File: src/rtl/gwo_pkg.sv
// Shared types, constants and helper functions of the gyro wheel odometry block.
package gwo_pkg;

	localparam int IN_TDATA_W  = 104;
	localparam int OUT_TDATA_W = 384;

	localparam logic [2:0] REG_LEFT_SCALE  = 3'd0;
	localparam logic [2:0] REG_RIGHT_SCALE = 3'd1;
	localparam logic [2:0] REG_NEG_TURN    = 3'd2;
	localparam logic [2:0] REG_POS_TURN    = 3'd3;
	localparam logic [2:0] REG_CAL_ENABLE  = 3'd4;
	localparam logic [2:0] REG_THRESHOLD   = 3'd5;

	localparam logic [14:0] THRESHOLD_RESET = 15'd10;

	localparam logic [1:0] KIND_SAMPLE     = 2'd0;
	localparam logic [1:0] KIND_SET_YAW    = 2'd1;
	localparam logic [1:0] KIND_CLEAR_SUMS = 2'd2;

	localparam logic signed [32:0] VEL_SCALE = 33'sd15625;

	localparam int CORDIC_STEPS = 30;
	localparam logic [4:0] CORDIC_LAST = 5'(CORDIC_STEPS - 1);
	localparam logic signed [33:0] CORDIC_GAIN = 34'sd652032874;
	localparam logic signed [33:0] Q30_ONE     = 34'sd1073741824;
	localparam logic signed [35:0] PI_Q30      = 36'sd3373259426;
	localparam logic signed [35:0] HALF_PI_Q30 = 36'sd1686629713;
	localparam logic signed [35:0] TWO_PI_Q30  = 36'sd6746518852;
	localparam logic signed [31:0] PI_Q28      = 32'sd843314857;
	localparam logic signed [31:0] TWO_PI_Q28  = 32'sd1686629713;

	localparam logic signed [35:0] CORDIC_ATAN [CORDIC_STEPS] = '{
		36'sd843314857, 36'sd497837829, 36'sd263043837, 36'sd133525159,
		36'sd67021687, 36'sd33543516, 36'sd16775851, 36'sd8388437,
		36'sd4194283, 36'sd2097149, 36'sd1048576, 36'sd524288, 36'sd262144,
		36'sd131072, 36'sd65536, 36'sd32768, 36'sd16384, 36'sd8192, 36'sd4096,
		36'sd2048, 36'sd1024, 36'sd512, 36'sd256, 36'sd128, 36'sd64, 36'sd32,
		36'sd16, 36'sd8, 36'sd4, 36'sd2
	};

	typedef struct packed {
		logic [31:0] left_scale;
		logic [31:0] right_scale;
		logic [31:0] neg_turn;
		logic [31:0] pos_turn;
		logic        cal_enable;
		logic [14:0] threshold;
	} cfg_t;

	typedef enum logic [3:0] {
		MUL_NONE, MUL_P, MUL_L, MUL_R, MUL_DHI, MUL_DLO, MUL_PHI, MUL_PLO, MUL_X, MUL_Y
	} mul_sel_t;

	typedef enum logic [3:0] {
		WB_NONE, WB_P, WB_DL, WB_DR, WB_NHI, WB_NLO, WB_X, WB_Y, WB_LIN, WB_ANG, WB_BIAS
	} wb_sel_t;

	typedef enum logic [1:0] {DIV_LIN, DIV_ANG, DIV_BIAS} div_sel_t;

	typedef enum logic {ANG_POS, ANG_QUAT} ang_sel_t;

	typedef struct packed {
		logic     capture;
		mul_sel_t mul_sel;
		wb_sel_t  wb_sel;
		logic     yaw_add;
		logic     yaw_wrap;
		logic     yaw_set;
		logic     cal_add;
		logic     cal_clear;
		logic     cordic_start;
		ang_sel_t ang_sel;
		logic     div_start;
		div_sel_t div_sel;
		logic     ram_rd;
		logic     bias_upd;
		logic     out_load;
	} cmd_t;

	typedef struct packed {
		logic [1:0] kind;
		logic       moving;
		logic       cordic_done;
		logic       div_done;
		logic       out_full;
	} sts_t;

	typedef enum logic [4:0] {
		ST_IDLE, ST_DISPATCH, ST_MP, ST_ML, ST_MR, ST_MD,
		ST_LHI, ST_LLO, ST_LADD, ST_LDIV, ST_LWAIT,
		ST_AHI, ST_ALO, ST_AADD, ST_ADIV, ST_AWAIT,
		ST_CSTART, ST_CWAIT, ST_MX, ST_MY, ST_MYW,
		ST_BRD, ST_BUPD, ST_BDIV, ST_BWAIT,
		ST_QSTART, ST_QWAIT, ST_OUT
	} state_t;

	typedef enum logic [2:0] {
		PH_IDLE, PH_REDUCE, PH_FOLD, PH_ITER, PH_FINISH
	} cordic_phase_t;

	function automatic logic signed [31:0] sat32(input logic signed [63:0] v);
		logic signed [63:0] hi;
		logic signed [63:0] lo;
		hi = 64'sd2147483647;
		lo = -64'sd2147483648;
		if (v > hi) return 32'sh7FFFFFFF;
		if (v < lo) return 32'sh80000000;
		return 32'(v);
	endfunction

	function automatic logic signed [47:0] sat48(input logic signed [63:0] v);
		logic signed [63:0] hi;
		logic signed [63:0] lo;
		hi = 64'sd140737488355327;
		lo = -64'sd140737488355328;
		if (v > hi) return 48'sh7FFFFFFFFFFF;
		if (v < lo) return 48'sh800000000000;
		return 48'(v);
	endfunction

endpackage

File: src/rtl/gwo_regs.sv
// APB configuration register file.
module gwo_regs (
	input  logic               clk,
	input  logic               arst_n,
	input  logic               psel,
	input  logic               penable,
	input  logic               pwrite,
	input  logic [4:0]         paddr,
	input  logic [31:0]        pwdata,
	output logic [31:0]        prdata,
	output logic               pready,
	output gwo_pkg::cfg_t      cfg
);

	gwo_pkg::cfg_t cfg_q;
	logic [2:0]    idx;
	logic          wr;

	assign idx    = paddr[4:2];
	assign wr     = psel && penable && pwrite;
	assign pready = 1'b1;
	assign cfg    = cfg_q;

	always_ff @(posedge clk or negedge arst_n) begin
		if (!arst_n) begin
			cfg_q.left_scale  <= '0;
			cfg_q.right_scale <= '0;
			cfg_q.neg_turn    <= '0;
			cfg_q.pos_turn    <= '0;
			cfg_q.cal_enable  <= 1'b0;
			cfg_q.threshold   <= gwo_pkg::THRESHOLD_RESET;
		end else if (wr) begin
			unique case (idx)
				gwo_pkg::REG_LEFT_SCALE:  cfg_q.left_scale  <= pwdata;
				gwo_pkg::REG_RIGHT_SCALE: cfg_q.right_scale <= pwdata;
				gwo_pkg::REG_NEG_TURN:    cfg_q.neg_turn    <= pwdata;
				gwo_pkg::REG_POS_TURN:    cfg_q.pos_turn    <= pwdata;
				gwo_pkg::REG_CAL_ENABLE:  cfg_q.cal_enable  <= pwdata[0];
				gwo_pkg::REG_THRESHOLD:   cfg_q.threshold   <= pwdata[14:0];
				default: begin
				end
			endcase
		end
	end

	always_comb begin
		unique case (idx)
			gwo_pkg::REG_LEFT_SCALE:  prdata = cfg_q.left_scale;
			gwo_pkg::REG_RIGHT_SCALE: prdata = cfg_q.right_scale;
			gwo_pkg::REG_NEG_TURN:    prdata = cfg_q.neg_turn;
			gwo_pkg::REG_POS_TURN:    prdata = cfg_q.pos_turn;
			gwo_pkg::REG_CAL_ENABLE:  prdata = {31'b0, cfg_q.cal_enable};
			gwo_pkg::REG_THRESHOLD:   prdata = {17'b0, cfg_q.threshold};
			default:                  prdata = '0;
		endcase
	end

endmodule

File: config.mk
export PLATFORM = sky130hd
export DESIGN_NAME = gwo_regs
export DESIGN_NICKNAME = d
export VERILOG_FILES = /design/src/rtl/gwo_pkg.sv /design/src/rtl/gwo_regs.sv
export SDC_FILE = /design/constraint.sdc
export NUM_CORES = 1
export LEC_CHECK = 0
export BUFFER_PORTS_ARGS = -buffer_cell sky130_fd_sc_hd__buf_2
export CORE_MARGIN = 2
export CORE_UTILIZATION = 55
export CTS_CLUSTER_DIAMETER = 100
export DETAILED_ROUTE_END_ITERATION = 10
export HOLD_SLACK_MARGIN = 0.12
export PLACE_DENSITY = 0.89
export SYNTH_ARGS = -nofsm -noshare
export SYNTH_HDL_FRONTEND = slang
export SYNTH_SLANG_ARGS = --single-unit
File: constraint.sdc
create_clock -name clk -period 3.2 [get_ports clk]
set_clock_uncertainty 0.15 [all_clocks]
set_input_delay 0.16 -clock clk [delete_from_list [all_inputs] [get_ports clk]]
set_output_delay 0.16 -clock clk [all_outputs]
set_load 0.02 [all_outputs]
==> run summary <==
Status = finished, final reports clean
Die width = 115 um
Register bit count reported by yosys = 144
I/O Buffers = 215
Die extent in y = 115 um
CTS Hold Bufs = 33
Core area = 0.0121 mm2
Max Freq = 419 MHz
Worst Setup SP = paddr[4]
Final min period = 2.39 ns
Final Power = 6.18 mW
CTS tree = done
DRC Markers = 0
Std-Cell Rows = 40
Starting Density = 56.6%
CP Capture Type = output port
LEAKAGE = 4.68 nW
GRT Total Usage = 28.6%
Final Cycle Share = 74.7%
Final setup margin = 0.811 ns
Via-per-instance ratio = 5.65
Final GP Congestion = 0.854
CP most frequent cell = buf_2
Slowest-stage cell, CP = buf_4
Slew HR = 37.4%
Dpl hpwl = 12100 um
Max H-tree Level = 4
P&R area growth vs syn = 31.1%
DRT Pass-1 Iters = 4
Kind of critical path = primary input to output port
WP data arrival = 2.08 ns
Clk_lat worst skew = 0.41 ns
CP Launch Type = primary input
Tightest Pin Transition = 0.939 ns
Synth cell types = 37
Setup WS pre-CTS = 0.803 ns
Max reg flops = 144
Post-Syn Area = 0.00683 mm2
I/O pin cnt = 219
Initial antenna violation count = 0
FF-to-FF Start = cfg[115]
First-pass GRT wire length = 28600 um
FILL cells = 750
Post-synth EDFFs = 0
GR Overflow Total = 0
Reg2Reg Capture Point = cfg[115]
PwrDens = 690 mW/mm2
Hold wc startpoint = pwrite
Worst Hold Path Cells = 4
Layout Nets = 736
Postcts setup bufs = 0
Max VDD drop = 0.000412 V
Buffer levels on the longest clock path = 2
Layout cells sized above 1 = 60.9%
Max Slew Vio Count = 0
Setup TNS = 0 ns
Post-layout util = 74.2%
Mapped Avg Cell Area = 15.3 um2
Post-Place Cell Area = 0.00806 mm2
Critical Path, Cell by Cell = buf_2 > buf_4 > and2_1 > a22oi_1 > o21ai_0 > buf_2
Vias in the first global route = 5307
Clock root buffer = clkbuf_16
Hold Path Class = primary input to register
Largest area contributor in the netlist = dfrtp_1
Largest fanout on the critical path = 31
Starting DRT DRC Count = 288
Cell count after synthesis = 447
Largest net degree at the start of global routing = 104
Worst EP required = 2.89 ns
Seq/Total Area, Yosys = 52.8%
Synth warn = 0
ANT nets after route = 0
Synth top area share = 52.0%
PostCTS Resize Cnt = 0
Antenna cell count = 0
Final Cell Area = 0.00895 mm2
Routed len/inst = 21.1 um
Reg2Reg Depth = 1
Post-Route WL = 18400 um
Worst-path clk slew = 0.05 ns
Die area = 0.0133 mm2
Top FF cell, synth = dfrtp_1
Final hold viol count = 0
DR vias = 4939
Asr flop ratio synth = 100%
Hold endpoint = cfg[15]
Reg2reg setup slack = 2.23 ns
Mapped Nets = 489
Max Cap Viol = 0
# clock sinks = 144
Num CTS Buffers = 17
Final Setup Violations = 0
Critical Path Max Stage Delay = 0.45 ns
RSZ-0062 raised after global routing = no
Area contributors post-synth = dfrtp_1 (52%), mux2_2 (14%), mux2_4 (13%), mux4_2 (5.9%), mux2i_1 (1.9%)
==> layer usage <==
layer | share of wire [%] | GRT usage (%) | routed length (um)
met5 | 0 | 0 | 0
met2 | 51 | 47.4 | 9410
met4 | 3.1 | 14.9 | 565
met1 | 40 | 35.2 | 7330
met3 | 6.0 | 6.64 | 1100
==> power by group <==
part,switching [mW],internal (mW)
registers,0.297,2.18
clock network,0.724,1.16
logic,0.993,0.821
==> cell usage in the layout, fill, tap and decap left out, types with 5 or more instances in the layout <==
| cell | instances |
|---|---|
| buf_2 | 214 |
| a22oi_1 | 8 |
| mux2_4 | 60 |
| buf_4 | 12 |
| a21oi_1 | 13 |
| clkbuf_8 | 5 |
| clkinv_2 | 5 |
| nor2b_1 | 18 |
| mux4_2 | 18 |
| mux2i_1 | 13 |
| clkbuf_16 | 17 |
| dfrtp_1 | 142 |
| mux2_2 | 87 |
| a211o_1 | 9 |
| o21ai_0 | 10 |
| dlygate4sd3_1 | 33 |
==> kinds of logic after synthesis <==
logic type / synth area share [%]
simple gates: 3.59
mux: 35.7
compound gates: 4.71
buf+inv: 3.13
flops: 52.8
other cells: 0.0549
==> worst max-delay path: cells and delay by family <==
kind                   cells  cell delay (ns)
AOI/OAI and AO/OA          2             0.43
and+or+nand+nor            1             0.44
buffers and inverters      3             1.02
==> cell type report <==
class	instances	area, um2	share of cell area [%]
clock buffers	25	505	5.65
well taps	168	210	2.35
multi-input cells	267	3030	33.8
clock inverters	6	55.1	0.615
inverters	2	7.51	0.0839
flip-flops and latches	144	3610	40.3
repair buffers	262	1540	17.2
==> worst max-delay path by stage <==
stage,to,depth (start not counted)
floorplan,prdata[10],6
global placement,cfg[28],5
detailed placement,cfg[46],5
CTS,prdata[11],6
global route,prdata[5],6
finish,prdata[11],6
==> synth_stat cells (2+ instances only) <==
master / number
clkbuf_1: 8
o22ai_1: 2
a22oi_1: 8
buf_6: 7
buf_1: 2
mux4_2: 18
buf_2: 15
dfrtp_1: 142
dfstp_2: 2
nand2b_1: 2
a21oi_1: 13
inv_1: 2
a211o_1: 9
o21a_1: 2
nor3b_1: 3
mux2_1: 2
a221oi_1: 2
o21ai_0: 10
or3_1: 2
mux2i_1: 13
nor2_1: 4
mux2_2: 87
buf_4: 2
mux2_4: 60
nor2b_1: 18
==> stage by stage <==
| stage | hold slack, ns | instances |
|---|---|---|
| after global routing | 0.156 | 874 |
| after CTS | 0.130 | 874 |
| after floorplan | -0.286 | 447 |
| final | 0.153 | 874 |
| after global placement | 0.165 | 810 |
| after detailed placement | 0.186 | 810 |
(Power assumes the default switching activity.)
