## config.mk

```make
export PLATFORM = sky130hd
export DESIGN_NAME = gwo_ctrl
export DESIGN_NICKNAME = d
export VERILOG_FILES = /design/src/rtl/gwo_pkg.sv /design/src/rtl/gwo_ctrl.sv
export SDC_FILE = /design/constraint.sdc
export NUM_CORES = 1
export LEC_CHECK = 0
export BUFFER_PORTS_ARGS = -buffer_cell sky130_fd_sc_hd__buf_4
export CAP_MARGIN = 30
export CORE_UTILIZATION = 40
export CTS_CLUSTER_DIAMETER = 60
export CTS_CLUSTER_SIZE = 12
export DETAILED_ROUTE_END_ITERATION = 10
export PLACE_DENSITY = 0.7
export SETUP_SLACK_MARGIN = 0.5
export SLEW_MARGIN = 20
export SYNTH_ARGS = -nofsm -noshare
export SYNTH_HDL_FRONTEND = slang
export SYNTH_SLANG_ARGS = --single-unit
```

## constraint.sdc

```tcl
create_clock -name clk -period 1.6 [get_ports clk]
set_input_delay 0.16 -clock clk [delete_from_list [all_inputs] [get_ports clk]]
set_output_delay 0.16 -clock clk [all_outputs]
set_load 0.005 [all_outputs]
```

## src/rtl/gwo_pkg.sv

```systemverilog
// Shared types, constants and helper functions of the gyro wheel odometry block.
package gwo_pkg;

	localparam int IN_TDATA_W  = 104;
	localparam int OUT_TDATA_W = 384;

	localparam logic [2:0] REG_LEFT_SCALE  = 3'd0;
	localparam logic [2:0] REG_RIGHT_SCALE = 3'd1;
	localparam logic [2:0] REG_NEG_TURN    = 3'd2;
	localparam logic [2:0] REG_POS_TURN    = 3'd3;
	localparam logic [2:0] REG_CAL_ENABLE  = 3'd4;
	localparam logic [2:0] REG_THRESHOLD   = 3'd5;

	localparam logic [14:0] THRESHOLD_RESET = 15'd10;

	localparam logic [1:0] KIND_SAMPLE     = 2'd0;
	localparam logic [1:0] KIND_SET_YAW    = 2'd1;
	localparam logic [1:0] KIND_CLEAR_SUMS = 2'd2;

	localparam logic signed [32:0] VEL_SCALE = 33'sd15625;

	localparam int CORDIC_STEPS = 30;
	localparam logic [4:0] CORDIC_LAST = 5'(CORDIC_STEPS - 1);
	localparam logic signed [33:0] CORDIC_GAIN = 34'sd652032874;
	localparam logic signed [33:0] Q30_ONE     = 34'sd1073741824;
	localparam logic signed [35:0] PI_Q30      = 36'sd3373259426;
	localparam logic signed [35:0] HALF_PI_Q30 = 36'sd1686629713;
	localparam logic signed [35:0] TWO_PI_Q30  = 36'sd6746518852;
	localparam logic signed [31:0] PI_Q28      = 32'sd843314857;
	localparam logic signed [31:0] TWO_PI_Q28  = 32'sd1686629713;

	localparam logic signed [35:0] CORDIC_ATAN [CORDIC_STEPS] = '{
		36'sd843314857, 36'sd497837829, 36'sd263043837, 36'sd133525159,
		36'sd67021687, 36'sd33543516, 36'sd16775851, 36'sd8388437,
		36'sd4194283, 36'sd2097149, 36'sd1048576, 36'sd524288, 36'sd262144,
		36'sd131072, 36'sd65536, 36'sd32768, 36'sd16384, 36'sd8192, 36'sd4096,
		36'sd2048, 36'sd1024, 36'sd512, 36'sd256, 36'sd128, 36'sd64, 36'sd32,
		36'sd16, 36'sd8, 36'sd4, 36'sd2
	};

	typedef struct packed {
		logic [31:0] left_scale;
		logic [31:0] right_scale;
		logic [31:0] neg_turn;
		logic [31:0] pos_turn;
		logic        cal_enable;
		logic [14:0] threshold;
	} cfg_t;

	typedef enum logic [3:0] {
		MUL_NONE, MUL_P, MUL_L, MUL_R, MUL_DHI, MUL_DLO, MUL_PHI, MUL_PLO, MUL_X, MUL_Y
	} mul_sel_t;

	typedef enum logic [3:0] {
		WB_NONE, WB_P, WB_DL, WB_DR, WB_NHI, WB_NLO, WB_X, WB_Y, WB_LIN, WB_ANG, WB_BIAS
	} wb_sel_t;

	typedef enum logic [1:0] {DIV_LIN, DIV_ANG, DIV_BIAS} div_sel_t;

	typedef enum logic {ANG_POS, ANG_QUAT} ang_sel_t;

	typedef struct packed {
		logic     capture;
		mul_sel_t mul_sel;
		wb_sel_t  wb_sel;
		logic     yaw_add;
		logic     yaw_wrap;
		logic     yaw_set;
		logic     cal_add;
		logic     cal_clear;
		logic     cordic_start;
		ang_sel_t ang_sel;
		logic     div_start;
		div_sel_t div_sel;
		logic     ram_rd;
		logic     bias_upd;
		logic     out_load;
	} cmd_t;

	typedef struct packed {
		logic [1:0] kind;
		logic       moving;
		logic       cordic_done;
		logic       div_done;
		logic       out_full;
	} sts_t;

	typedef enum logic [4:0] {
		ST_IDLE, ST_DISPATCH, ST_MP, ST_ML, ST_MR, ST_MD,
		ST_LHI, ST_LLO, ST_LADD, ST_LDIV, ST_LWAIT,
		ST_AHI, ST_ALO, ST_AADD, ST_ADIV, ST_AWAIT,
		ST_CSTART, ST_CWAIT, ST_MX, ST_MY, ST_MYW,
		ST_BRD, ST_BUPD, ST_BDIV, ST_BWAIT,
		ST_QSTART, ST_QWAIT, ST_OUT
	} state_t;

	typedef enum logic [2:0] {
		PH_IDLE, PH_REDUCE, PH_FOLD, PH_ITER, PH_FINISH
	} cordic_phase_t;

	function automatic logic signed [31:0] sat32(input logic signed [63:0] v);
		logic signed [63:0] hi;
		logic signed [63:0] lo;
		hi = 64'sd2147483647;
		lo = -64'sd2147483648;
		if (v > hi) return 32'sh7FFFFFFF;
		if (v < lo) return 32'sh80000000;
		return 32'(v);
	endfunction

	function automatic logic signed [47:0] sat48(input logic signed [63:0] v);
		logic signed [63:0] hi;
		logic signed [63:0] lo;
		hi = 64'sd140737488355327;
		lo = -64'sd140737488355328;
		if (v > hi) return 48'sh7FFFFFFFFFFF;
		if (v < lo) return 48'sh800000000000;
		return 48'(v);
	endfunction

endpackage

```

## src/rtl/gwo_ctrl.sv

```systemverilog
// Sequencing state machine that steps the datapath through one transaction.
module gwo_ctrl (
	input  logic          clk,
	input  logic          arst_n,
	input  logic          s_tvalid,
	output logic          s_tready,
	input  gwo_pkg::sts_t sts,
	output gwo_pkg::cmd_t cmd
);

	gwo_pkg::state_t state_q, state_d;

	always_ff @(posedge clk or negedge arst_n) begin
		if (!arst_n) begin
			state_q <= gwo_pkg::ST_IDLE;
		end else begin
			state_q <= state_d;
		end
	end

	always_comb begin
		state_d = state_q;
		unique case (state_q)
			gwo_pkg::ST_IDLE:     if (s_tvalid) state_d = gwo_pkg::ST_DISPATCH;
			gwo_pkg::ST_DISPATCH: begin
				priority if (sts.kind == gwo_pkg::KIND_SAMPLE && sts.moving) state_d = gwo_pkg::ST_MP;
				else if (sts.kind == gwo_pkg::KIND_SAMPLE) state_d = gwo_pkg::ST_BRD;
				else state_d = gwo_pkg::ST_QSTART;
			end
			gwo_pkg::ST_MP:     state_d = gwo_pkg::ST_ML;
			gwo_pkg::ST_ML:     state_d = gwo_pkg::ST_MR;
			gwo_pkg::ST_MR:     state_d = gwo_pkg::ST_MD;
			gwo_pkg::ST_MD:     state_d = gwo_pkg::ST_LHI;
			gwo_pkg::ST_LHI:    state_d = gwo_pkg::ST_LLO;
			gwo_pkg::ST_LLO:    state_d = gwo_pkg::ST_LADD;
			gwo_pkg::ST_LADD:   state_d = gwo_pkg::ST_LDIV;
			gwo_pkg::ST_LDIV:   state_d = gwo_pkg::ST_LWAIT;
			gwo_pkg::ST_LWAIT:  if (sts.div_done) state_d = gwo_pkg::ST_AHI;
			gwo_pkg::ST_AHI:    state_d = gwo_pkg::ST_ALO;
			gwo_pkg::ST_ALO:    state_d = gwo_pkg::ST_AADD;
			gwo_pkg::ST_AADD:   state_d = gwo_pkg::ST_ADIV;
			gwo_pkg::ST_ADIV:   state_d = gwo_pkg::ST_AWAIT;
			gwo_pkg::ST_AWAIT:  if (sts.div_done) state_d = gwo_pkg::ST_CSTART;
			gwo_pkg::ST_CSTART: state_d = gwo_pkg::ST_CWAIT;
			gwo_pkg::ST_CWAIT:  if (sts.cordic_done) state_d = gwo_pkg::ST_MX;
			gwo_pkg::ST_MX:     state_d = gwo_pkg::ST_MY;
			gwo_pkg::ST_MY:     state_d = gwo_pkg::ST_MYW;
			gwo_pkg::ST_MYW:    state_d = gwo_pkg::ST_QSTART;
			gwo_pkg::ST_BRD:    state_d = gwo_pkg::ST_BUPD;
			gwo_pkg::ST_BUPD:   state_d = gwo_pkg::ST_BDIV;
			gwo_pkg::ST_BDIV:   state_d = gwo_pkg::ST_BWAIT;
			gwo_pkg::ST_BWAIT:  if (sts.div_done) state_d = gwo_pkg::ST_QSTART;
			gwo_pkg::ST_QSTART: state_d = gwo_pkg::ST_QWAIT;
			gwo_pkg::ST_QWAIT:  if (sts.cordic_done) state_d = gwo_pkg::ST_OUT;
			gwo_pkg::ST_OUT:    if (!sts.out_full) state_d = gwo_pkg::ST_IDLE;
			default:            state_d = gwo_pkg::ST_IDLE;
		endcase
	end

	always_comb begin
		cmd         = '0;
		cmd.mul_sel = gwo_pkg::MUL_NONE;
		cmd.wb_sel  = gwo_pkg::WB_NONE;
		cmd.ang_sel = gwo_pkg::ANG_QUAT;
		cmd.div_sel = gwo_pkg::DIV_LIN;
		s_tready    = 1'b0;
		unique case (state_q)
			gwo_pkg::ST_IDLE: begin
				s_tready    = 1'b1;
				cmd.capture = s_tvalid;
			end
			gwo_pkg::ST_DISPATCH: begin
				cmd.yaw_set   = (sts.kind == gwo_pkg::KIND_SET_YAW);
				cmd.cal_clear = (sts.kind == gwo_pkg::KIND_CLEAR_SUMS);
			end
			gwo_pkg::ST_MP: cmd.mul_sel = gwo_pkg::MUL_P;
			gwo_pkg::ST_ML: begin
				cmd.mul_sel = gwo_pkg::MUL_L;
				cmd.wb_sel  = gwo_pkg::WB_P;
			end
			gwo_pkg::ST_MR: begin
				cmd.mul_sel = gwo_pkg::MUL_R;
				cmd.wb_sel  = gwo_pkg::WB_DL;
				cmd.yaw_add = 1'b1;
			end
			gwo_pkg::ST_MD:  cmd.wb_sel = gwo_pkg::WB_DR;
			gwo_pkg::ST_LHI: cmd.mul_sel = gwo_pkg::MUL_DHI;
			gwo_pkg::ST_LLO: begin
				cmd.mul_sel = gwo_pkg::MUL_DLO;
				cmd.wb_sel  = gwo_pkg::WB_NHI;
			end
			gwo_pkg::ST_LADD: cmd.wb_sel = gwo_pkg::WB_NLO;
			gwo_pkg::ST_LDIV: begin
				cmd.div_start = 1'b1;
				cmd.div_sel   = gwo_pkg::DIV_LIN;
			end
			gwo_pkg::ST_LWAIT: if (sts.div_done) cmd.wb_sel = gwo_pkg::WB_LIN;
			gwo_pkg::ST_AHI: cmd.mul_sel = gwo_pkg::MUL_PHI;
			gwo_pkg::ST_ALO: begin
				cmd.mul_sel = gwo_pkg::MUL_PLO;
				cmd.wb_sel  = gwo_pkg::WB_NHI;
			end
			gwo_pkg::ST_AADD: cmd.wb_sel = gwo_pkg::WB_NLO;
			gwo_pkg::ST_ADIV: begin
				cmd.div_start = 1'b1;
				cmd.div_sel   = gwo_pkg::DIV_ANG;
			end
			gwo_pkg::ST_AWAIT: if (sts.div_done) cmd.wb_sel = gwo_pkg::WB_ANG;
			gwo_pkg::ST_CSTART: begin
				cmd.cordic_start = 1'b1;
				cmd.ang_sel      = gwo_pkg::ANG_POS;
			end
			gwo_pkg::ST_CWAIT: begin
			end
			gwo_pkg::ST_MX: cmd.mul_sel = gwo_pkg::MUL_X;
			gwo_pkg::ST_MY: begin
				cmd.mul_sel = gwo_pkg::MUL_Y;
				cmd.wb_sel  = gwo_pkg::WB_X;
			end
			gwo_pkg::ST_MYW: begin
				cmd.wb_sel   = gwo_pkg::WB_Y;
				cmd.yaw_wrap = 1'b1;
				cmd.cal_add  = 1'b1;
			end
			gwo_pkg::ST_BRD:  cmd.ram_rd = 1'b1;
			gwo_pkg::ST_BUPD: cmd.bias_upd = 1'b1;
			gwo_pkg::ST_BDIV: begin
				cmd.div_start = 1'b1;
				cmd.div_sel   = gwo_pkg::DIV_BIAS;
			end
			gwo_pkg::ST_BWAIT: if (sts.div_done) cmd.wb_sel = gwo_pkg::WB_BIAS;
			gwo_pkg::ST_QSTART: begin
				cmd.cordic_start = 1'b1;
				cmd.ang_sel      = gwo_pkg::ANG_QUAT;
			end
			gwo_pkg::ST_QWAIT: begin
			end
			gwo_pkg::ST_OUT: cmd.out_load = !sts.out_full;
			default: begin
			end
		endcase
	end

endmodule

```

==> results of run 1 <==
-- kinds of logic after synthesis --
| group | after synthesis | share of synthesized area, % |
|---|---|---|
| DFF | 5 | 14.3 |
| and+or+nand+nor | 57 | 38.9 |
| xor gates and xnor gates | 2 | 2.00 |
| buffers and inverters | 15 | 9.00 |
| AOI/OAI and AO/OA | 42 | 32.0 |
| muxes | 3 | 3.86 |
-- synthesized netlist by cell type, types with 2 or more instances --
cell type / n / area, um2
a211oi_1: 2 / 15.0
dfrtp_1: 5 / 125
nor3b_1: 4 / 30.0
a211o_1: 2 / 17.5
nor2b_1: 2 / 12.5
buf_2: 9 / 45.0
nor3_1: 4 / 20.0
inv_1: 3 / 11.3
a21oi_1: 11 / 55.1
o22ai_1: 4 / 25.0
nand2b_1: 8 / 50.1
nand3b_1: 3 / 22.5
o21ai_0: 9 / 45.0
mux2_1: 3 / 33.8
and3_1: 3 / 18.8
nor2_1: 13 / 48.8
or2_2: 3 / 18.8
nand2_1: 7 / 26.3
nor4_1: 2 / 12.5
xnor2_1: 2 / 17.5
-- through the flow --
| step | area [um2] | setup TNS (ps) | util [%] | hold WS [ps] | cells |
|---|---|---|---|---|---|
| after floorplan | 1020 | -65.8 | - | -136 | 124 |
| after global placement | 1350 | -65.2 | 67.4 | -37.3 | 192 |
| after detailed placement | 1350 | -255 | 67.4 | -32.8 | 192 |
| after CTS | 1860 | -1280 | 93.1 | 81.5 | 229 |
-- timing repair --
| action | 4_1_cts |
|---|---|
| setup endpoints to repair | 28 |
| gates cloned | 2 |
| endpoints found under the hold margin | 5 |
| resized for setup | 47 |
| setup buffers | 30 |
| hold buffers | 1 |
| pin swaps | 15 |
==> flow_metrics.env, run 1 <==
export IMPL_status="did not finish"
export IMPL_stop_stage="global routing"
export IMPL_tool_error="[ERROR DPL-0038] Utilization greater than 100%, impossible to legalize"
export IMPL_clock_sinks=5
export IMPL_dp_hpwl_um=2190
export IMPL_die_y_um=48.8
export IMPL_dp_slack_ps=-78.6
export IMPL_io_pins=32
export IMPL_yosys_warnings=0
export IMPL_port_buffers=31
export IMPL_worstEndpointGrtRepair="cmd[14]"
export IMPL_endpoint_type="primary output"
export IMPL_cts_htree_levels=1
export IMPL_synth_async_reset_ratio_pct=100
export IMPL_ys_ff_latch=5
export IMPL_fp_row_count=16
export IMPL_synth_distinct_cells=45
export IMPL_syn_area_per_cell_um2=7.06
export IMPL_synth_area_um2=876
export IMPL_ys_seq_area_share_pct=14.3
export IMPL_grt_max_degree=10
export IMPL_start_util_pct=43.8
export IMPL_cts_buffers=3
export IMPL_clockRootBuffer="clkbuf_4"
export IMPL_syn_nets=133
export IMPL_place_gp_congestion=0.910
export IMPL_synth_flop_cell="dfrtp_1"
export IMPL_syn_inst=124
export IMPL_cts_buffer_depth=2
export IMPL_die_w_um=48.8
export IMPL_synth_edff_count=0
==> run 2: changes to the inputs <==
CORE_AREA = 2 2 63 65   (was not set)
CORE_UTILIZATION = not set   (was 40)
CTS_CLUSTER_DIAMETER = not set   (was 60)
CTS_CLUSTER_SIZE = not set   (was 12)
DIE_AREA = 0 0 65 67   (was not set)
PLACE_DENSITY = not set   (was 0.7)
PLACE_DENSITY_LB_ADDON = 0.15   (was not set)
SETUP_SLACK_MARGIN = not set   (was 0.5)
clock period = 2.1 ns   (was 1.6 ns; I/O delays follow)
==> run 2 against run 1 <==
The run now ends clean. Synthesized cell count unchanged. Synthesized area unchanged.
==> flow_metrics.env, run 2 <==
export IMPL_status="completed"
export IMPL_max_clock_freq_ghz=0.524
export IMPL_crit_path_start_kind="flop"
export IMPL_rsz0062_at_grt="no"
export IMPL_core_area_mm2=0.00361
export IMPL_largest_register_ffs=5
export IMPL_holdPathStages=2
export IMPL_netlist_area_leader_share_pct=14.3
export IMPL_synth_distinct_cells=45
export IMPL_wirelength_um=2750
export IMPL_diodes=0
export IMPL_drv_slew=0
export IMPL_cap_violations=0
export IMPL_clockRootBuffer="clkbuf_8"
export IMPL_p_leak_nw=0.532
export IMPL_synthTopCellsByArea="dfrtp_1 (14%), a21oi_1 (6.3%), nand2b_1 (5.7%)"
export IMPL_vias=1053
export IMPL_syn_nets=133
export IMPL_gr_total_overflow=0
export IMPL_syn_area_per_cell_um2=7.06
export IMPL_hold_path_endpoint="state_q[2]"
export IMPL_clock_sinks=5
export IMPL_synth_most_common_cell="nor2_1"
export IMPL_synth_top_cell_by_area="dfrtp_1"
export IMPL_wl_per_cell_um=13.5
export IMPL_fin_hold_ws_ps=178
export IMPL_r2r_slack_ps=300
export IMPL_crit_arrival_ps=1700
export IMPL_grtUsageTotal_pct=13.1
export IMPL_fp_row_count=22
export IMPL_via_per_inst=5.16
export IMPL_multi_input_area_um2=672
export IMPL_hp_start="sts[3]"
export IMPL_synth_async_reset_ratio_pct=100
export IMPL_slew_headroom_pct=71.6
export IMPL_finClkSkew_ps=5.78
export IMPL_final_cell_mix="buf_4 (38), nor2_1 (13), a21oi_1 (11), o21ai_0 (9), nand2b_1 (8)"
export IMPL_hp_class="primary input to flop"
export IMPL_grt_max_degree=24
export IMPL_grt_pass1_vias=966
export IMPL_max_vdd_ir_drop_uv=359
export IMPL_synth_flop_cell="dfrtp_1"
export IMPL_endpoint_kind="output pin"
export IMPL_top_regs="state_q x5"
export IMPL_cts_buffers=3
export IMPL_die_w_um=65
export IMPL_drt_first_pass_iters=4
export IMPL_syn_inst=124
export IMPL_post_route_period_util_pct=90.9
export IMPL_r2r_end="state_q[0]"
export IMPL_min_period_ps=1910
export IMPL_nets=166
export IMPL_final_hold_violation_count=0
export IMPL_clk_latency_ps=220
export IMPL_timing_rr_start="state_q[1]"
export IMPL_postRouteAntennaNets=0
export IMPL_largest_register="state_q"
export IMPL_antenna_found_initial=0
export IMPL_grt_pass1_wl_um=4530
export IMPL_post_route_drc_count=0
export IMPL_layout_area_seq_um2=126
export IMPL_crit_fanout=23
export IMPL_fillers=389
export IMPL_placed_cells=199
export IMPL_ys_ff_latch=5
export IMPL_dp_hpwl_um=2150
export IMPL_start_util_pct=24.3
export IMPL_reg2regPathDepth=4
export IMPL_io_pins=32
export IMPL_cp_required_ps=1890
export IMPL_yosys_warnings=0
export IMPL_synth_common_cells="nor2_1 (13), a21oi_1 (11), buf_2 (9), o21ai_0 (9), nand2b_1 (8)"
export IMPL_synth_edff_count=0
export IMPL_tightest_slew_ps=425
export IMPL_die_y_um=67
export IMPL_fin_tns_setup_ps=0
export IMPL_cts_buffer_depth=2
export IMPL_area_growth_pct=40.6
export IMPL_criticalPathCategory="flop to output pin"
export IMPL_cts_htree_levels=1
export IMPL_drt_initial_drc_count=108
export IMPL_layout_commonest_cell="buf_4"
export IMPL_instances_no_fill=204
export IMPL_ys_seq_area_share_pct=14.3
export IMPL_p_per_area_mw_per_mm2=1530
export IMPL_cts_tree="yes"
export IMPL_dieArea_mm2=0.00436
export IMPL_cts_setup_buffers=0
export IMPL_setup_violations=0
export IMPL_layout_drive_gt1_share_pct=32.7
export IMPL_port_buffers=31
export IMPL_clkTransAtPathRegs_ps=30
export IMPL_place_gp_congestion=0.833
export IMPL_synth_area_um2=876
run 2: cell counts after synthesis:
Identical to the previous run, type by type.
run 2: routing by layer:
layer	global-route usage [%]	vias up	routed length (um)
li1	-	528	-
met5	0	-	0
met1	16.9	485	1250
met4	3.19	0	19
met2	22.6	38	1310
met3	2.03	2	178
run 2: cells by family after synthesis:
kind of cell,Yosys count,synth area share (%)
mux,3,3.86
compound gates,42,32.0
buf+inv,15,9.00
flops,5,14.3
simple gates,57,38.9
xor+xnor,2,2.00
run 2: worst max-delay path, stage by stage, from the launching register on:
cell and delay, ps:
dfrtp_1 460, buf_12 200, nand2b_1 190, a21oi_1 170
a21oi_1 50, o32ai_1 250, buf_4 160
run 2: layout make-up:
type / instances / share of cell area [%]
sequential: 5 / 10.3
multi-input combinational: 104 / 54.6
inverter: 3 / 0.915
timing repair buffer: 40 / 25.6
clock inverter: 1 / 0.407
tap: 48 / 4.88
clock buffer: 3 / 3.35
run 2: how the worst max path moves through the flow:
stage | from | to | slack [ps] | cells past startpoint
after floorplan | state_q[2] | state_q[0] | 420 | 5
after global placement | state_q[1] | state_q[0] | 320 | 4
after global routing | state_q[3] | cmd[10] | 60 | 5
final | state_q[2] | cmd[17] | 190 | 6
after CTS | state_q[4] | cmd[17] | 100 | 5
after detailed placement | state_q[1] | state_q[0] | 300 | 4
run 2: repair_timing:
item                       CTS  global route
setup endpoints to repair    0             1
hold buffers                 1             0
hold endpoints to repair     5             0
gates resized for setup      0             1
run 2: through the flow:
step	instance area (um2)	setup slack [ps]	total power, mW	utilization [%]
after floorplan	876	422	1.21	-
after CTS	1230	98.9	1.88	34.1
final	1230	191	1.88	34.1
after global placement	1170	318	1.71	32.5
after detailed placement	1170	303	1.70	32.5
after global routing	1230	64.4	2.05	34.1
run 2: report_power, final:
part	switching (mW)	total, mW	internal, mW
clock	0.0503	0.178	0.128
combinational	0.735	1.42	0.686
sequential	0.130	0.280	0.151
total	0.915	1.88	0.964
(Power assumes the default switching activity.)
==> run 3: changes to the inputs <==
CELL_PAD_IN_SITES_DETAIL_PLACEMENT = 1   (was not set)
CELL_PAD_IN_SITES_GLOBAL_PLACEMENT = 2   (was not set)
SKIP_CTS_REPAIR_TIMING = 1   (was not set)
==> run 3 against run 2 <==
Combinational power grew 6%. First-iteration DRC count shrank 56%. Critical path depth is the same. Core utilization grew 0.24 points. Worst hold slack is essentially flat. Critical path type unchanged. Highest routed layer unchanged.
==> flow_metrics.env, run 3 (synthesis results as in run 2) <==
export IMPL_crit_fanout=15
export IMPL_instances_no_fill=207
export IMPL_grt_max_degree=18
export IMPL_grt_pass1_vias=1114
export IMPL_rsz0062_at_grt="no"
export IMPL_die_y_um=67
export IMPL_cap_violations=0
export IMPL_seqPwrFrac_pct=13.1
export IMPL_combPwrFrac_pct=77.6
export IMPL_max_vdd_ir_drop_uv=523
export IMPL_diodes=0
export IMPL_place_gp_congestion=0.792
export IMPL_layout_drive_gt1_share_pct=33.3
export IMPL_max_clock_freq_ghz=0.522
export IMPL_wirelength_um=3310
export IMPL_switching_power_mw=0.963
export IMPL_cts_buffer_depth=2
export IMPL_cts_htree_levels=1
export IMPL_drt_initial_drc_count=47
export IMPL_drt_first_pass_iters=4
export IMPL_postRouteAntennaNets=0
export IMPL_die_w_um=65
export IMPL_final_hold_violation_count=0
export IMPL_top_regs="state_q x5"
export IMPL_crit_path_start_kind="flop"
export IMPL_dieArea_mm2=0.00436
export IMPL_start_util_pct=24.3
export IMPL_tightest_slew_ps=387
export IMPL_antenna_found_initial=0
export IMPL_largest_register="state_q"
export IMPL_hp_class="primary input to flop"
export IMPL_grt_pass1_wl_um=5510
export IMPL_crit_arrival_ps=1700
export IMPL_clockRootBuffer="clkbuf_8"
export IMPL_post_route_period_util_pct=91.2
export IMPL_cts_buffers=3
export IMPL_wl_per_cell_um=16.0
export IMPL_fin_tns_setup_ps=0
export IMPL_gr_total_overflow=0
export IMPL_drv_slew=0
export IMPL_min_period_ps=1910
export IMPL_final_cell_mix="buf_4 (42), nor2_1 (13), a21oi_1 (11), o21ai_0 (9), nand2b_1 (8)"
export IMPL_status="completed"
export IMPL_clock_sinks=5
export IMPL_finClkSkew_ps=3.31
export IMPL_power_internal_mw=0.972
export IMPL_port_buffers=31
export IMPL_largest_register_ffs=5
export IMPL_p_leak_nw=0.539
export IMPL_slew_headroom_pct=74.2
export IMPL_nets=169
export IMPL_clk_latency_ps=220
export IMPL_criticalPathCategory="flop to output pin"
export IMPL_cp_required_ps=1890
export IMPL_fillers=471
export IMPL_io_pins=32
export IMPL_cts_tree="yes"
export IMPL_clkTransAtPathRegs_ps=30
export IMPL_setup_violations=0
export IMPL_dp_hpwl_um=2590
export IMPL_via_per_inst=5.22
export IMPL_placed_cells=202
export IMPL_core_area_mm2=0.00361
export IMPL_power_frac_clock_pct=9.3
export IMPL_endpoint_kind="output pin"
export IMPL_fp_row_count=22
export IMPL_grtUsageTotal_pct=16.3
export IMPL_p_per_area_mw_per_mm2=1560
export IMPL_area_growth_pct=41.6
export IMPL_switching_share_pct=49.8
export IMPL_vias=1081
export IMPL_layout_commonest_cell="buf_4"
export IMPL_post_route_drc_count=0
[run 3: critical path, cell delays in order (launching register included)]
cell and delay (ps):
dfrtp_2 500, buf_4 190, nand2b_1 190, a21oi_1 150, a21oi_1 50, o32ai_1 240
buf_4 160
[run 3: worst paths after layout]
check                            from          to  slack, ps  cells after the start
hold reg to reg            state_q[3]  state_q[3]        750                      2
max in group asynchronous      arst_n  state_q[4]       1640                      2
min in group asynchronous      arst_n  state_q[1]        340                      2
setup / recovery           state_q[4]     cmd[17]        190                      6
setup reg to reg           state_q[1]  state_q[3]        300                      4
hold / removal                 sts[3]  state_q[2]        180                      2
[run 3: routing by layer]
metal | wire length (um) | part of all wire [%] | global-route usage (%) | up-vias
met5 | 0 | 0 | 0 | -
met4 | 30 | 0.91 | 3.99 | 0
met3 | 113 | 3.4 | 2.20 | 5
met2 | 1550 | 47 | 28.4 | 27
met1 | 1610 | 49 | 21.3 | 514
li1 | - | - | - | 535
[run 3: area by class of cell]
| type | count | area [um2] | share of cell area [%] |
|---|---|---|---|
| multi-input combinational | 104 | 672 | 54.2 |
| timing repair buffer | 43 | 325 | 26.2 |
| sequential | 5 | 126 | 10.2 |
| tap | 48 | 60.1 | 4.84 |
| clock buffer | 4 | 45.0 | 3.63 |
| inverter | 3 | 11.3 | 0.908 |
[run 3: per-stage QoR]
stage | setup slack (ps) | hold slack (ps) | total power, mW | instance area [um2] | util (%)
floorplan | 422 | -85.6 | 1.21 | 876 | -
global placement | 358 | 15.8 | 1.75 | 1180 | 32.8
detailed placement | 315 | 17.8 | 1.76 | 1180 | 32.8
CTS | 86.8 | -219 | 1.95 | 1230 | 34.1
global route | 33.6 | 191 | 2.14 | 1240 | 34.4
finish | 186 | 179 | 1.94 | 1240 | 34.4
[run 3: power groups by stage]
stage          Combinational (mW)  Clock, mW  Sequential [mW]
2_1_floorplan                1.01          0            0.195
3_3_place_gp                 1.51          0            0.245
3_5_place_dp                 1.51          0            0.251
4_1_cts                      1.52      0.184            0.250
5_1_grt                      1.68      0.193            0.266
6_report                     1.50      0.180            0.254
==> run 4: changes to the inputs <==
ABC_AREA = 1   (was not set)
CORE_AREA = not set   (was 2 2 63 65)
CORE_MARGIN = 2   (was not set)
CORE_UTILIZATION = 23   (was not set)
DIE_AREA = not set   (was 0 0 65 67)
==> run 4 against run 3 <==
Non-clock buffer count is 9 lower. Core utilization is 1.8 points lower. Cell area is 3.5% higher. Worst hold slack better by 150 ps. Via count is 19% higher. Largest power group unchanged.
==> flow_metrics.env, run 4 <==
export IMPL_cp_required_ps=1890
export IMPL_vias=1283
export IMPL_dieArea_mm2=0.00459
export IMPL_clk_latency_ps=220
export IMPL_grt_pass1_wl_um=6150
export IMPL_fin_area_mm2=0.00128
export IMPL_fp_row_count=23
export IMPL_rsz0062_at_grt="no"
export IMPL_tightest_slew_ps=336
export IMPL_die_y_um=67.7
export IMPL_grtUsageMet2_pct=30.4
export IMPL_path_buf_inv=2
export IMPL_die_w_um=67.7
export IMPL_syn_area_per_cell_um2=5.00
export IMPL_p_leak_nw=0.750
export IMPL_port_buffers=31
export IMPL_synth_fa_ha_area_share_pct=0
export IMPL_synthSimpleGateAreaFrac_pct=70.7
export IMPL_top_regs="state_q x5"
export IMPL_synthTopCellsByArea="nand2_1 (21%), nor2_1 (21%), dfrtp_1 (13%)"
export IMPL_crit_fanout=7
export IMPL_synth_top_cell_by_area="nand2_1"
export IMPL_wl_per_cell_um=13.9
export IMPL_synth_edff_count=0
export IMPL_place_gp_congestion=0.862
export IMPL_fillers=557
export IMPL_ys_ff_latch=5
export IMPL_synth_common_cells="nand2_1 (52), nor2_1 (52), nand3_1 (22), inv_1 (17), nand2_2 (6)"
export IMPL_grtUsageMet3_pct=1.67
export IMPL_syn_nets=196
export IMPL_wirelength_um=3800
export IMPL_drv_slew=0
export IMPL_synth_xor_area_share_pct=0
export IMPL_synth_flop_cell="dfrtp_1"
export IMPL_place_area_mm2=0.00123
export IMPL_status="completed"
export IMPL_cpMostUsedCell="nand2_1"
export IMPL_synth_area_um2=935
export IMPL_grt_pass1_vias=1259
export IMPL_postRouteAntennaNets=0
export IMPL_layout_drive_gt1_share_pct=26.0
export IMPL_p_per_area_mw_per_mm2=1340
export IMPL_use_met1_pct=24.0
export IMPL_diodes=0
export IMPL_setup_violations=0
export IMPL_cpMaxStageDelayCell="dfrtp_1"
export IMPL_multi_input_area_um2=708
export IMPL_area_growth_pct=37.3
export IMPL_core_area_mm2=0.00394
export IMPL_yosys_warnings=0
export IMPL_post_route_period_util_pct=90.7
export IMPL_hp_class="primary input to asynchronous set/reset pin"
export IMPL_start_util_pct=23.7
export IMPL_criticalPathCategory="flop to output pin"
export IMPL_final_cell_mix="nor2_1 (52), nand2_1 (52), buf_4 (33), nand3_1 (22), inv_1 (17)"
export IMPL_slew_headroom_pct=77.6
export IMPL_final_hold_violation_count=0
export IMPL_grtUsageTotal_pct=18.0
export IMPL_cts_htree_levels=1
export IMPL_crit_path_start_kind="flop"
export IMPL_io_pins=32
export IMPL_critPathMaxStageDelay_ps=490
export IMPL_timing_rr_start="state_q[0]"
export IMPL_clock_sinks=5
export IMPL_cap_violations=0
export IMPL_endpoint_kind="output pin"
export IMPL_fin_tns_setup_ps=0
export IMPL_yosys_mux_area_fraction_pct=0
export IMPL_nets=233
export IMPL_post_route_drc_count=0
export IMPL_layout_area_seq_um2=128
export IMPL_drt_first_pass_iters=4
export IMPL_clkTransAtPathRegs_ps=30
export IMPL_largest_register_ffs=5
export IMPL_gr_total_overflow=0
export IMPL_largest_register="state_q"
export IMPL_antenna_found_initial=0
export IMPL_min_period_ps=1900
export IMPL_syn_inst=187
export IMPL_max_clock_freq_ghz=0.525
export IMPL_cpLargestDelayFamily="simple AND/OR/NAND/NOR gates"
export IMPL_drt_initial_drc_count=64
export IMPL_synth_top_family_by_area="simple AND/OR/NAND/NOR gates"
export IMPL_grt_max_degree=14
export IMPL_startpoint="state_q[0]"
export IMPL_finClkSkew_ps=0.408
export IMPL_dp_hpwl_um=3230
export IMPL_ys_seq_area_share_pct=13.4
export IMPL_top_usage_layer="met2"
export IMPL_cts_tree="yes"
export IMPL_cts_buffer_depth=2
export IMPL_via_per_inst=4.70
export IMPL_final_util_pct=32.6
export IMPL_synth_distinct_cells=19
export IMPL_max_vdd_ir_drop_uv=662
export IMPL_path_cells="nor2_4 > nand2_2 > nor2_1 > inv_1 > nand2_1 > a21oi_1 > nand2_1 > buf_4"
export IMPL_synth_async_reset_ratio_pct=100
export IMPL_cts_buffers=3
export IMPL_netlist_area_leader_share_pct=20.9
export IMPL_clockRootBuffer="clkbuf_8"
export IMPL_crit_arrival_ps=1690
export IMPL_synth_compound_area_share_pct=5.09
-- run 4: changes by cell type after synthesis, moves of 6 or more --
cell      change
nand2b_1      -8
buf_2         -9
nand2_2       +6
nand3_1      +21
nand2_1      +45
a21oi_1       -6
inv_1        +14
nor2_1       +39
o21ai_0       -6
-- run 4: logic make-up (layout without fill, tap and decap cells) --
group,count (synthesis),after routing
buffers and inverters,24,60
flip-flops,5,5
AND/OR/NAND/NOR,149,149
AO/OA/AOI/OAI,9,9
-- run 4: final timing paths --
| check | to | slack [ps] | depth (start not counted) |
|---|---|---|---|
| worst max register to register | state_q[4] | 530 | 10 |
| max in group asynchronous | state_q[4] | 1650 | 2 |
| min in group clk | state_q[2] | 370 | 3 |
| worst min-delay path | state_q[0] | 330 | 2 |
| worst min register to register | state_q[1] | 630 | 2 |
| worst max-delay path | cmd[14] | 200 | 8 |
-- run 4: layer usage --
metal | wire length [um] | up-vias
met5 | 0 | -
met4 | 40 | 0
met3 | 97 | 4
met2 | 1800 | 25
met1 | 1860 | 590
li1 | - | 664
-- run 4: layout make-up --
cell class,count,share of cell area [%]
Multi-Input combinational cell,158,55.2
Inverter,22,6.43
Timing Repair Buffer,34,20.1
Tap cell,50,4.87
Sequential cell,5,9.94
Clock buffer,4,3.51
-- run 4: report_power, final --
group          switching [mW]  total [mW]  internal, mW
Clock                  0.0448       0.175         0.130
Sequential              0.129       0.281         0.152
Combinational           0.801        1.27         0.467
Total                   0.975        1.72         0.749
-- run 4: stage by stage --
step / hold slack, ps / std cells / setup WS, ps / total power [mW]
after floorplan: -85.6 / 187 / 732 / 1.06
after global placement: 12.7 / 268 / 363 / 1.55
final: 332 / 273 / 195 / 1.72
after global routing: 326 / 273 / 63.5 / 1.93
after detailed placement: 15.4 / 268 / 336 / 1.55
after CTS: -222 / 272 / 101 / 1.74
